### src/lehmer_random_ranged_assert.svh
// assertion macros for the ranged lehmer generator
`ifndef LEHMER_RANDOM_RANGED_ASSERT_SVH
`define LEHMER_RANDOM_RANGED_ASSERT_SVH

// same-cycle implication, checked out of reset
`define LRR_ASSERT_NOW(label, clk, rst_n, ante, cons, msg) \
    label: assert property (@(posedge clk) disable iff (!rst_n) (ante) |-> (cons)) \
        else $error(msg);

// next-cycle implication, checked out of reset
`define LRR_ASSERT_NEXT(label, clk, rst_n, ante, cons, msg) \
    label: assert property (@(posedge clk) disable iff (!rst_n) (ante) |=> (cons)) \
        else $error(msg);

`endif

### src/lrr_pkg.sv
// shared constants and controller/datapath interface types
package lrr_pkg;

    localparam int STATE_W  = 31;
    localparam int DATA_W   = 32;
    localparam int MULT_W   = 15;
    localparam int PROD_W   = STATE_W + MULT_W;
    localparam int SPAN_W   = 34;
    localparam int MAG_W    = 33;
    localparam int DIV_STEPS = STATE_W;
    localparam int CNT_W    = $clog2(DIV_STEPS);

    localparam logic [MULT_W-1:0]  LCG_MULT  = 15'd16807;
    localparam logic [STATE_W-1:0] LCG_MOD   = 31'h7FFF_FFFF;
    localparam logic [STATE_W-1:0] SEED_RST  = 31'd1;

    // controller to datapath
    typedef struct packed {
        logic load_in;
        logic calc_span;
        logic reduce;
        logic div_step;
        logic load_out;
    } lrr_cmd_t;

    // datapath to controller
    typedef struct packed {
        logic span_zero;
        logic out_free;
    } lrr_stat_t;

endpackage

### src/lrr_ctrl.sv
// sequencer for one request: span, step, divide, deliver
module lrr_ctrl
(
    input  logic              clk,
    input  logic              rst_n,
    input  logic              in_valid,
    output logic              in_ready,
    input  lrr_pkg::lrr_stat_t stat,
    output lrr_pkg::lrr_cmd_t  cmd
);
    import lrr_pkg::*;

    typedef enum logic [2:0] {
        ST_IDLE,
        ST_SPAN,
        ST_RED,
        ST_DIV,
        ST_OUT
    } state_t;

    state_t           state_reg;
    logic [CNT_W-1:0] cnt_reg;

    always_ff @(posedge clk or negedge rst_n)
    begin
        if (!rst_n)
        begin
            state_reg <= ST_IDLE;
            cnt_reg   <= '0;
        end
        else
        begin
            case (state_reg)
                ST_IDLE:
                begin
                    if (in_valid)
                        state_reg <= ST_SPAN;
                end
                ST_SPAN:
                begin
                    state_reg <= ST_RED;
                end
                ST_RED:
                begin
                    if (stat.span_zero)
                        state_reg <= ST_OUT;
                    else
                    begin
                        cnt_reg   <= CNT_W'(DIV_STEPS - 1);
                        state_reg <= ST_DIV;
                    end
                end
                ST_DIV:
                begin
                    if (cnt_reg == '0)
                        state_reg <= ST_OUT;
                    else
                        cnt_reg <= cnt_reg - 1'b1;
                end
                ST_OUT:
                begin
                    if (stat.out_free)
                        state_reg <= ST_IDLE;
                end
                default:
                begin
                    state_reg <= ST_IDLE;
                end
            endcase
        end
    end

    always_comb
    begin
        in_ready      = (state_reg == ST_IDLE);
        cmd.load_in   = (state_reg == ST_IDLE) && in_valid;
        cmd.calc_span = (state_reg == ST_SPAN);
        cmd.reduce    = (state_reg == ST_RED) && !stat.span_zero;
        cmd.div_step  = (state_reg == ST_DIV);
        cmd.load_out  = (state_reg == ST_OUT) && stat.out_free;
    end

endmodule

### src/lrr_dpath.sv
// generator state, span, modular step, radix-2 remainder and output register
module lrr_dpath
(
    input  logic                          clk,
    input  logic                          rst_n,
    input  lrr_pkg::lrr_cmd_t             cmd,
    output lrr_pkg::lrr_stat_t            stat,
    input  logic                          seed_wr_en,
    input  logic [lrr_pkg::STATE_W-1:0]   seed_wr_data,
    input  logic [2*lrr_pkg::DATA_W-1:0]  in_data,
    output logic                          out_valid,
    input  logic                          out_ready,
    output logic [lrr_pkg::STATE_W-1:0]   out_raw,
    output logic [lrr_pkg::DATA_W-1:0]    out_ranged,
    output logic                          out_advanced
);
    import lrr_pkg::*;

    logic [STATE_W-1:0] gen_state_reg;
    logic               out_valid_reg;

    logic [DATA_W-1:0]  lo_reg;
    logic [DATA_W-1:0]  hi_reg;
    logic [MAG_W-1:0]   mag_reg;
    logic               zero_reg;
    logic [PROD_W-1:0]  prod_reg;
    logic [STATE_W-1:0] quo_reg;
    logic [DATA_W-1:0]  rem_reg;
    logic [STATE_W-1:0] raw_reg;
    logic [DATA_W-1:0]  ranged_reg;
    logic               adv_reg;

    logic [SPAN_W-1:0]  span_next;
    logic [SPAN_W-1:0]  span_neg;
    logic [MAG_W-1:0]   mag_next;
    logic [PROD_W-1:0]  prod_next;
    logic [DATA_W-1:0]  fold_sum;
    logic [DATA_W-1:0]  fold_sub;
    logic [STATE_W-1:0] step_next;
    logic [MAG_W-1:0]   trial;
    logic [MAG_W-1:0]   trial_sub;
    logic [DATA_W-1:0]  rem_next;

    always_comb
    begin
        // span = hi + 1 - lo, exact at 34 bits
        span_next = {{2{hi_reg[DATA_W-1]}}, hi_reg} + SPAN_W'(1)
                  - {{2{lo_reg[DATA_W-1]}}, lo_reg};
        span_neg  = ~span_next + SPAN_W'(1);
        mag_next  = span_next[SPAN_W-1] ? span_neg[MAG_W-1:0] : span_next[MAG_W-1:0];
        prod_next = PROD_W'(gen_state_reg) * PROD_W'(LCG_MULT);

        // 2^31 == 1 mod (2^31-1): fold high part onto low part, one correction
        fold_sum  = {1'b0, prod_reg[STATE_W-1:0]}
                  + DATA_W'(prod_reg[PROD_W-1:STATE_W]);
        fold_sub  = fold_sum - {1'b0, LCG_MOD};
        step_next = (fold_sum >= {1'b0, LCG_MOD}) ? fold_sub[STATE_W-1:0]
                                                 : fold_sum[STATE_W-1:0];

        // restoring remainder step, one dividend bit per cycle
        trial     = {rem_reg, quo_reg[STATE_W-1]};
        trial_sub = trial - mag_reg;
        rem_next  = (trial >= mag_reg) ? trial_sub[DATA_W-1:0] : trial[DATA_W-1:0];
    end

    always_ff @(posedge clk or negedge rst_n)
    begin
        if (!rst_n)
        begin
            gen_state_reg <= SEED_RST;
            out_valid_reg <= 1'b0;
        end
        else
        begin
            if (seed_wr_en)
                gen_state_reg <= seed_wr_data;
            else if (cmd.reduce)
                gen_state_reg <= step_next;

            if (cmd.load_out)
                out_valid_reg <= 1'b1;
            else if (out_ready)
                out_valid_reg <= 1'b0;
        end
    end

    always_ff @(posedge clk)
    begin
        if (cmd.load_in)
        begin
            lo_reg <= in_data[DATA_W-1:0];
            hi_reg <= in_data[2*DATA_W-1:DATA_W];
        end
        if (cmd.calc_span)
        begin
            mag_reg  <= mag_next;
            zero_reg <= (span_next == '0);
            prod_reg <= prod_next;
        end
        if (cmd.reduce)
        begin
            quo_reg <= step_next;
            rem_reg <= '0;
        end
        else if (cmd.div_step)
        begin
            quo_reg <= {quo_reg[STATE_W-2:0], 1'b0};
            rem_reg <= rem_next;
        end
        if (cmd.load_out)
        begin
            raw_reg    <= gen_state_reg;
            ranged_reg <= zero_reg ? lo_reg : lo_reg + rem_reg;
            adv_reg    <= !zero_reg;
        end
    end

    always_comb
    begin
        stat.span_zero = zero_reg;
        stat.out_free  = !out_valid_reg || out_ready;
        out_valid      = out_valid_reg;
        out_raw        = raw_reg;
        out_ranged     = ranged_reg;
        out_advanced   = adv_reg;
    end

endmodule

### src/lehmer_random_ranged.sv
// top level of the ranged park-miller minimal-standard generator
//
// Each input word asks for one number in the inclusive range [range_low,
// range_high]. The generator steps state := 16807 * state mod (2^31 - 1) and
// answers the new raw value together with range_low + (raw mod |span|), where
// span = range_high + 1 - range_low taken without overflow. A span of zero
// (range_high + 1 == range_low) answers range_low, returns the current state
// as raw value and leaves the generator alone; advanced flags which case
// happened. A request with a nonzero span goes through span and product,
// modular fold, 31 steps of the radix-2 remainder unit and output load; a
// zero span skips the remainder steps. The next word can be taken in the
// cycle after the result loads; for a nonzero span the 31-step remainder
// loop sets the rate, unless the sink is slow to take the results.
// The block takes a new word only when the previous one has reached the
// output register, which may still be waiting for the sink. Writing the seed
// reloads the generator state; reset loads a seed of 1. Write the seed only
// while no request is in flight.
module lehmer_random_ranged
(
    input  logic        clk,
    input  logic        rst_n,
    // seed register write
    input  logic        seed_wr_en,
    input  logic [30:0] seed_wr_data,
    // request stream
    input  logic        s_tvalid,
    output logic        s_tready,
    input  logic [63:0] s_tdata,   // [31:0] range_low, [63:32] range_high
    // result stream
    output logic        m_tvalid,
    input  logic        m_tready,
    output logic [63:0] m_tdata,   // [30:0] raw_value, [62:31] ranged_value, [63] zero
    output logic        m_tuser    // [0] advanced
);
    import lrr_pkg::*;

    `include "lehmer_random_ranged_assert.svh"

    lrr_cmd_t           cmd;
    lrr_stat_t          stat;
    logic [STATE_W-1:0] raw;
    logic [DATA_W-1:0]  ranged;

    // sequencer: one request at a time
    lrr_ctrl u_ctrl
    (
        .clk      (clk),
        .rst_n    (rst_n),
        .in_valid (s_tvalid),
        .in_ready (s_tready),
        .stat     (stat),
        .cmd      (cmd)
    );

    // generator state, modular step, remainder unit, output register
    lrr_dpath u_dpath
    (
        .clk          (clk),
        .rst_n        (rst_n),
        .cmd          (cmd),
        .stat         (stat),
        .seed_wr_en   (seed_wr_en),
        .seed_wr_data (seed_wr_data),
        .in_data      (s_tdata),
        .out_valid    (m_tvalid),
        .out_ready    (m_tready),
        .out_raw      (raw),
        .out_ranged   (ranged),
        .out_advanced (m_tuser)
    );

    // pack result word, pad bit is zero
    assign m_tdata = {1'b0, ranged, raw};

    // after taking a word the block stays busy while it works on it
    `LRR_ASSERT_NEXT(a_busy_after_accept, clk, rst_n, s_tvalid && s_tready, !s_tready, "accepted a second word while busy")

    // a stepped value is reduced fully and never equals the modulus
    `LRR_ASSERT_NOW(a_step_reduced, clk, rst_n, m_tvalid && m_tuser, m_tdata[30:0] != LCG_MOD, "stepped value not reduced")

    // an output load only happens into a free output register
    `LRR_ASSERT_NOW(a_load_free, clk, rst_n, cmd.load_out, !m_tvalid || m_tready, "result overwritten before taken")

endmodule

### config.mk
export PLATFORM = sky130hd
export DESIGN_NAME = lehmer_random_ranged
export DESIGN_NICKNAME = d
export VERILOG_FILES = /design/src/lrr_pkg.sv /design/src/lrr_ctrl.sv /design/src/lrr_dpath.sv /design/src/lehmer_random_ranged.sv
export VERILOG_INCLUDE_DIRS = /design/src /design/src/src
export SDC_FILE = /design/constraint.sdc
export NUM_CORES = 1
export LEC_CHECK = 0
export BUFFER_PORTS_ARGS = -buffer_cell sky130_fd_sc_hd__buf_2
export CELL_PAD_IN_SITES_DETAIL_PLACEMENT = 1
export CELL_PAD_IN_SITES_GLOBAL_PLACEMENT = 1
export CORE_MARGIN = 2
export CORE_UTILIZATION = 50
export CTS_BUF_LIST = sky130_fd_sc_hd__clkbuf_16
export DETAILED_ROUTE_END_ITERATION = 6
export PLACE_DENSITY = 0.85
export SYNTH_ARGS = -nofsm -noshare
export SYNTH_HDL_FRONTEND = slang
export SYNTH_SLANG_ARGS = --single-unit
### constraint.sdc
create_clock -name clk -period 15.6 [get_ports clk]
set_clock_uncertainty 0.05 [all_clocks]
set_input_delay 3.9 -clock clk [delete_from_list [all_inputs] [get_ports clk]]
set_output_delay 3.9 -clock clk [all_outputs]
set_load 0.005 [all_outputs]
==> results of run 1 <==
[critical path, cell delays in order (launching register included)]
cell	delay, ns
dfrtp_1	0.51
inv_1	0.18
fa_1	0.56
inv_1	0.05
ha_1	0.27
inv_1	0.05
fa_1	0.50
inv_1	0.04
ha_1	0.30
fa_1	0.54
inv_1	0.05
fa_1	0.54
inv_1	0.04
ha_1	0.32
a21o_1	0.20
nor4b_1	0.48
o31ai_1	0.28
o21ai_0	0.40
o21ai_0	0.22
o41ai_1	0.55
o21ai_0	0.32
nor4_1	0.37
nor3_1	0.16
and2_1	0.19
[logic make-up (layout without fill, tap and decap cells)]
family,Yosys count,count (layout),share of synthesized area
compound gates,666,666,0.1646
simple gates,624,624,0.1176
buf+inv,477,659,0.06915
fa+ha+maj,471,471,0.2586
flops,311,311,0.3296
xor+xnor,168,168,0.05498
mux,14,14,0.005283
other cells,1,2,0.0001401
[cells in the mapped netlist (all sizes together), types with 24 or more instances]
cell type,instances
xor2,66
o31ai,27
fa,137
clkbuf,43
nand4,26
ha,334
nor3,55
a21o,69
a21oi,162
dfxtp,32
nand2,196
dfrtp,39
inv,412
and3,25
nor2b,24
nor2,144
edfxtp,239
xnor2,102
o21a,31
nand3,41
o21ai,184
[through the flow]
step	instance area [um2]	setup WS (ns)	util	hold WS [ns]
5_1_grt	29450	7.828	0.5581	0.4865
6_report	29450	8.164	0.5582	0.4489
3_5_place_dp	28260	8.462	0.5356	0.4427
4_1_cts	29450	8.231	0.5581	0.4501
3_3_place_gp	28260	8.790	0.5356	0.4202
2_1_floorplan	26760	8.427	-	0.4068
[worst max path at each step]
stage	slack, ns	to	startpoint	cells past startpoint
CTS	8.23	u_dpath.prod_reg[45]	u_dpath.gen_state_reg[10]	23
finish	8.16	u_dpath.prod_reg[45]	u_dpath.gen_state_reg[10]	23
detailed placement	8.46	u_dpath.prod_reg[42]	u_dpath.gen_state_reg[13]	24
floorplan	8.43	u_ctrl.state_reg[1]	u_ctrl.state_reg[0]	3
global route	7.83	u_dpath.prod_reg[45]	u_dpath.gen_state_reg[10]	23
global placement	8.79	u_dpath.prod_reg[38]	u_dpath.gen_state_reg[13]	24
[area by class of cell]
| class | count | area [um2] | area share |
|---|---|---|---|
| antenna | 1 | 2.502 | 0.00008497 |
| clock buffer | 39 | 975.9 | 0.03314 |
| clock inverter | 30 | 212.7 | 0.007222 |
| inverter | 413 | 1550 | 0.05264 |
| multi-input combinational | 1944 | 16110 | 0.5471 |
| sequential | 311 | 8820 | 0.2995 |
| tap | 688 | 860.8 | 0.02923 |
| timing repair buffer | 177 | 915.9 | 0.03110 |
[per-layer routing]
layer  global-route usage  vias to the layer above  share of wire
li1                     -                     9903              -
met1               0.4133                    11030           0.44
met2               0.5136                      674           0.47
met3              0.04292                      126          0.061
met4              0.08898                        0          0.026
met5                    0                        -              0
==> summary.json, run 1 <==
{
  "layout": {
    "number_of_inserted_filler_cells_in_the_final_layout": 6019,
    "final_common_cell": "inv_1",
    "design.final.nets": 3456,
    "largest_reg_flops": 46,
    "area.growth.synth_to_final_pct": 10.05,
    "layout_cells_sized_above_1": 0.1026,
    "highest_count_cells_in_the_layout_ignoring_fill_and_taps": "inv_1, ha_1, edfxtp_1, nand2_1, o21ai_0",
    "layoutNonFillerInstCount": 3603
  },
  "drt": {
    "detail-route-antenna-nets": 0,
    "drt-wirelength-per-cell_um": 23.49,
    "viasPerCell": 6.032,
    "postRouteWirelength_um": 84650,
    "first_pass_iters": 5,
    "vias": 21733,
    "detailedRoute.firstIterationViolations": 1545,
    "drc": 0
  },
  "min_path": {
    "worst_hold_path.endpoint": "u_dpath.rem_reg[31]",
    "hold_path.startpoint": "u_dpath.rem_reg[31]",
    "holdPathStages": 2,
    "holdCritPathClass": "reg2reg"
  },
  "critical_path": {
    "rr_startpoint": "u_dpath.gen_state_reg[10]",
    "worst_setup_end_kind": "flop",
    "r2r_setup_slack_ns": 8.16,
    "critPathKind": "reg2reg",
    "worst_ep_arrival_time_ns": 7.71,
    "cp_data_required_time_ns": 15.88,
    "worst_setup_start_kind": "flop",
    "crit_path_max_fanout": 7,
    "rr_endpoint": "u_dpath.prod_reg[45]",
    "worst_r2r_path_depth": 23
  },
  "clock_network": {
    "cts.hold.buffers_added": 0,
    "cts.root.buffer_cell": "clkbuf_16",
    "cts.htree.levels": 2,
    "post_cts.repair.setup_buffers": 0,
    "sink_count_of_the_clock_tree": 311,
    "ctsLongestPathBuffers": 3,
    "cts_tree": "built",
    "cts-buffers-inserted": 38,
    "post_cts_resize_count": 0,
    "clk_transition_reported_paths_ns": 0.06,
    "clk_latency_ns": 0.58
  },
  "synthesis": {
    "synth_enable_flop_cells": 239,
    "yosys_most_used_dff": "edfxtp_1",
    "sequential_area_share_after_synthesis": 0.3296,
    "post_synth_inst_count": 2732,
    "synthesis.area_um2": 26760,
    "synth_nets": 3303,
    "synthDominantCellAreaShare": 0.2682,
    "yosys_warnings": 0,
    "avgSynthCellArea_um2": 9.796,
    "yosys.cell_types.count": 104,
    "async_reset_ff_frac": 0.1286,
    "flops_latches_synth": 311,
    "yosys-top-cells-area": "edfxtp_1, ha_1, fa_1",
    "synth_area_leader_cell": "edfxtp_1"
  },
  "die": {
    "design.portCount": 167,
    "design.core.area_um2": 52760,
    "fp.dieArea_um2": 55390,
    "start_util": 0.5072,
    "placement_rows": 84,
    "die_h_um": 235.4,
    "floorplan.die.width_um": 235.4
  },
  "global_route": {
    "grt_usage": 0.3059,
    "first_pass_grt_wire_length_um": 132800,
    "grt-ovfl-total": 0,
    "antenna_found_initial": 0,
    "grt_pass1_vias": 23312,
    "grt_start_max_net_pins": 65
  },
  "status": {
    "status": "completed"
  },
  "sta": {
    "setup-tns-final_ns": 0,
    "fmax_ghz": 0.1345,
    "tightest_pin_transition_ns": 1.218,
    "period_minus_slack_ns": 7.436,
    "number_of_setup_violations_in_the_final_report": 0,
    "report.final.slew_viol_count": 0,
    "finalHoldViolations": 0,
    "final.period_utilization": 0.4767,
    "worst_slew_margin_rel": 0.1852,
    "rsz0062_at_grt": "false"
  },
  "placement": {
    "count_of_buffers_from_port_buffering": 165,
    "place.gp.congestion": 0.9305,
    "hpwlAfterDp_um": 65740,
    "placed_cells": 3533
  },
  "job": {
    "maxCapViolCount": 0
  }
}
Power of run 1 is not shown: default switching activity piles up to over one toggle a cycle in this logic, so the estimate is an artifact.
==> inputs of run 2 (changes only) <==
--- a/config.mk
+++ b/config.mk
@@ -10,10 +10,10 @@
 export CELL_PAD_IN_SITES_DETAIL_PLACEMENT = 1
 export CELL_PAD_IN_SITES_GLOBAL_PLACEMENT = 1
 export CORE_MARGIN = 2
-export CORE_UTILIZATION = 50
+export CORE_UTILIZATION = 45
 export CTS_BUF_LIST = sky130_fd_sc_hd__clkbuf_16
 export DETAILED_ROUTE_END_ITERATION = 6
-export PLACE_DENSITY = 0.85
+export PLACE_DENSITY = 0.81
 export SYNTH_ARGS = -nofsm -noshare
 export SYNTH_HDL_FRONTEND = slang
 export SYNTH_SLANG_ARGS = --single-unit
==> constraint.sdc (replaced) <==
create_clock -name clk -period 6.6 [get_ports clk]
set_clock_uncertainty 0.05 [all_clocks]
set_input_delay 1.65 -clock clk [delete_from_list [all_inputs] [get_ports clk]]
set_output_delay 1.65 -clock clk [all_outputs]
set_load 0.005 [all_outputs]
==> run 2 against run 1 <==
  * Global-route usage down 3.6 points
  * Utilization fell by 4.9 points
  * Die area rose by 11%
  * Final area rose by 1.8%
  * Via count is 1.5% lower
  * Count of clock-buffer cells in the layout up 2
  * Sequential cell count is the same
  * Non-clock buffer count grew 29
  * Worst setup slack worse by 8.0 ns
  * Cell count up 3.2%
==> summary.json, run 2 (synthesis gave the netlist of run 1 again) <==
{
  "layout": {
    "antenna-diode-count": {"value": 0, "change": "-1"},
    "largest_reg_flops": {"value": 46, "change": "unchanged"},
    "highest_count_cells_in_the_layout_ignoring_fill_and_taps": "inv_1, ha_1, edfxtp_1, nand2_1, o21ai_0",
    "area.growth.synth_to_final_pct": 12.03,
    "seq_area": {"value": 8823, "unit": "um2", "change": "about the same"},
    "multi_input_area": {"value": 16240, "unit": "um2", "change": "+0.81%"},
    "number_of_inserted_filler_cells_in_the_final_layout": {"value": 6613, "change": "+9.9%"},
    "final_common_cell": "inv_1",
    "design.final.nets": {"value": 3487, "change": "+0.90%"},
    "layout_cells_sized_above_1": {"value": 0.1222, "change": "+0.01955"}
  },
  "sta": {
    "period_minus_slack": {"value": 6.405, "unit": "ns", "change": "-1.031 ns"},
    "fmax": {"value": 0.1561, "unit": "GHz", "change": "+16%"},
    "tightest_pin_transition": {"value": 1.115, "unit": "ns", "change": "-0.1024 ns"},
    "number_of_setup_violations_in_the_final_report": {"value": 0, "change": "unchanged"},
    "finalHoldViolations": {"value": 0, "change": "unchanged"},
    "final.period_utilization": {"value": 0.9705, "change": "+0.4938"},
    "worst_slew_margin_rel": {"value": 0.2564, "change": "+0.07124"},
    "setup-tns-final": {"value": 0, "unit": "ns", "change": "unchanged"},
    "report.final.slew_viol_count": {"value": 0, "change": "unchanged"}
  },
  "critical_path": {
    "crit_path_max_fanout": {"value": 5, "change": "-2"},
    "worst_setup_start_kind": "flop",
    "critPathKind": "reg2reg",
    "worst_setup_end_kind": "flop",
    "cp_data_required_time": {"value": 6.85, "unit": "ns", "change": "-9.03 ns"},
    "worst_ep_arrival_time": {"value": 6.66, "unit": "ns", "change": "-1.05 ns"}
  },
  "drt": {
    "viasPerCell": {"value": 5.756, "change": "-4.6%"},
    "postRouteWirelength": {"value": 82320, "unit": "um", "change": "-2.8%"},
    "detailedRoute.firstIterationViolations": {"value": 1211, "change": "-22%"},
    "drt-wirelength-per-cell": {"value": 22.13, "unit": "um", "change": "-5.8%"},
    "vias": {"value": 21413, "change": "-1.5%"},
    "drc": {"value": 0, "change": "unchanged"},
    "first_pass_iters": {"value": 5, "change": "unchanged"},
    "detail-route-antenna-nets": {"value": 0, "change": "unchanged"}
  },
  "global_route": {
    "grt_busiest_layer": "met2",
    "grt_usage": {"value": 0.2698, "change": "-0.03608"},
    "globalRouteMet1Util": {"value": 0.3482, "change": "-0.06515"},
    "grt_start_max_net_pins": {"value": 65, "change": "unchanged"},
    "antenna_found_initial": {"value": 3, "change": "+3"},
    "groute.layer.met3.usage": {"value": 0.05255, "change": "+0.009634"},
    "use_met2": {"value": 0.4504, "change": "-0.06319"},
    "first_pass_grt_wire_length": {"value": 128300, "unit": "um", "change": "-3.3%"},
    "grt_pass1_vias": {"value": 23114, "change": "-0.85%"},
    "grt-ovfl-total": {"value": 0, "change": "unchanged"}
  },
  "clock_network": {
    "cts_tree": "built",
    "cts-buffers-inserted": {"value": 40, "change": "+5.3%"},
    "clk_transition_reported_paths": {"value": 0.06, "unit": "ns", "change": "about the same"},
    "ctsLongestPathBuffers": {"value": 3, "change": "unchanged"},
    "cts.root.buffer_cell": "clkbuf_16",
    "cts.htree.levels": {"value": 2, "change": "unchanged"},
    "sink_count_of_the_clock_tree": {"value": 311, "change": "unchanged"},
    "cts.hold.buffers_added": {"value": 0, "change": "unchanged"},
    "clk_latency": {"value": 0.58, "unit": "ns", "change": "about the same"}
  },
  "die": {
    "fp.dieArea": {"value": 61440, "unit": "um2", "change": "+11%"},
    "placement_rows": {"value": 89, "change": "+6.0%"},
    "design.portCount": {"value": 167, "change": "unchanged"},
    "design.core.area": {"value": 58910, "unit": "um2", "change": "+12%"},
    "start_util": {"value": 0.4543, "change": "-0.05293"},
    "floorplan.die.width": {"value": 247.9, "unit": "um", "change": "+5.3%"},
    "die_h": {"value": 247.9, "unit": "um", "change": "+5.3%"}
  },
  "placement": {
    "place.gp.congestion": {"value": 0.9006, "change": "-3.2%"},
    "hpwlAfterDp": {"value": 63920, "unit": "um", "change": "-2.8%"},
    "count_of_buffers_from_port_buffering": {"value": 165, "change": "unchanged"}
  },
  "min_path": {
    "holdCritPathClass": "reg2reg"
  },
  "status": {
    "status": "completed"
  },
  "job": {
    "maxCapViolCount": {"value": 0, "change": "unchanged"}
  }
}
[run 2: timing repair]
action	4_1_cts	5_1_grt
resized for setup	8	22
endpoints found under the hold margin	0	0
setup buffers	0	3
pin swaps	1	4
setup endpoints to repair	11	13
[run 2: final cells by class]
| cell class | count | share of cell area |
|---|---|---|
| timing repair buffer | 206 | 0.03781 |
| multi-input combinational | 1944 | 0.5418 |
| inverter | 413 | 0.05183 |
| clock inverter | 32 | 0.007845 |
| tap | 773 | 0.03226 |
| sequential | 311 | 0.2943 |
| clock buffer | 41 | 0.03422 |
[run 2: critical path, stage by stage, from the launching register on]
cell and delay (ns):
dfrtp_1 0.39, inv_2 0.11, fa_1 0.62, inv_1 0.07, ha_1 0.28, inv_1 0.06
fa_1 0.51, inv_1 0.06, fa_1 0.46, fa_1 0.56, inv_1 0.07, fa_1 0.55
inv_1 0.05, ha_2 0.39, nand4_1 0.13, buf_4 0.18, o31ai_4 0.27, o21ai_2 0.11
o21ai_1 0.24, o41ai_2 0.09, buf_4 0.16, o21a_1 0.25, o31a_1 0.33, xnor2_1 0.13
[run 2: final timing paths]
check / from / endpoint / slack (ns) / cells past startpoint
min reg2reg: u_dpath.rem_reg[31] / u_dpath.rem_reg[31] / 0.46 / 2
max in group asynchronous: rst_n / u_dpath.gen_state_reg[7] / 4.49 / 1
max reg2reg: u_dpath.gen_state_reg[14] / u_dpath.prod_reg[37] / 0.19 / 23
min: u_dpath.rem_reg[31] / u_dpath.rem_reg[31] / 0.46 / 2
max: u_dpath.gen_state_reg[14] / u_dpath.prod_reg[37] / 0.19 / 23
min in group asynchronous: rst_n / u_dpath.gen_state_reg[16] / 1.23 / 1
[run 2: routing by layer]
layer | wire length [um] | part of all wire | up-vias
li1 | - | - | 9980
met1 | 36050 | 0.44 | 10715
met2 | 38860 | 0.47 | 538
met3 | 4503 | 0.055 | 176
met4 | 2882 | 0.035 | 4
met5 | 20 | 0.00024 | -
[run 2: metrics by stage]
step	area, um2	setup WS [ns]	utilization	cells	hold WS, ns
after floorplan	26770	0.3987	-	2732	0.4068
after global placement	28570	0.1762	0.4850	3644	0.4293
after detailed placement	28570	-0.03619	0.4850	3644	0.4542
after CTS	29870	0.007268	0.5070	3717	0.4626
after global routing	29980	-0.01792	0.5090	3720	0.4988
final	29980	0.1949	0.5090	3720	0.4626
Power of run 2 is left out for the same reason.
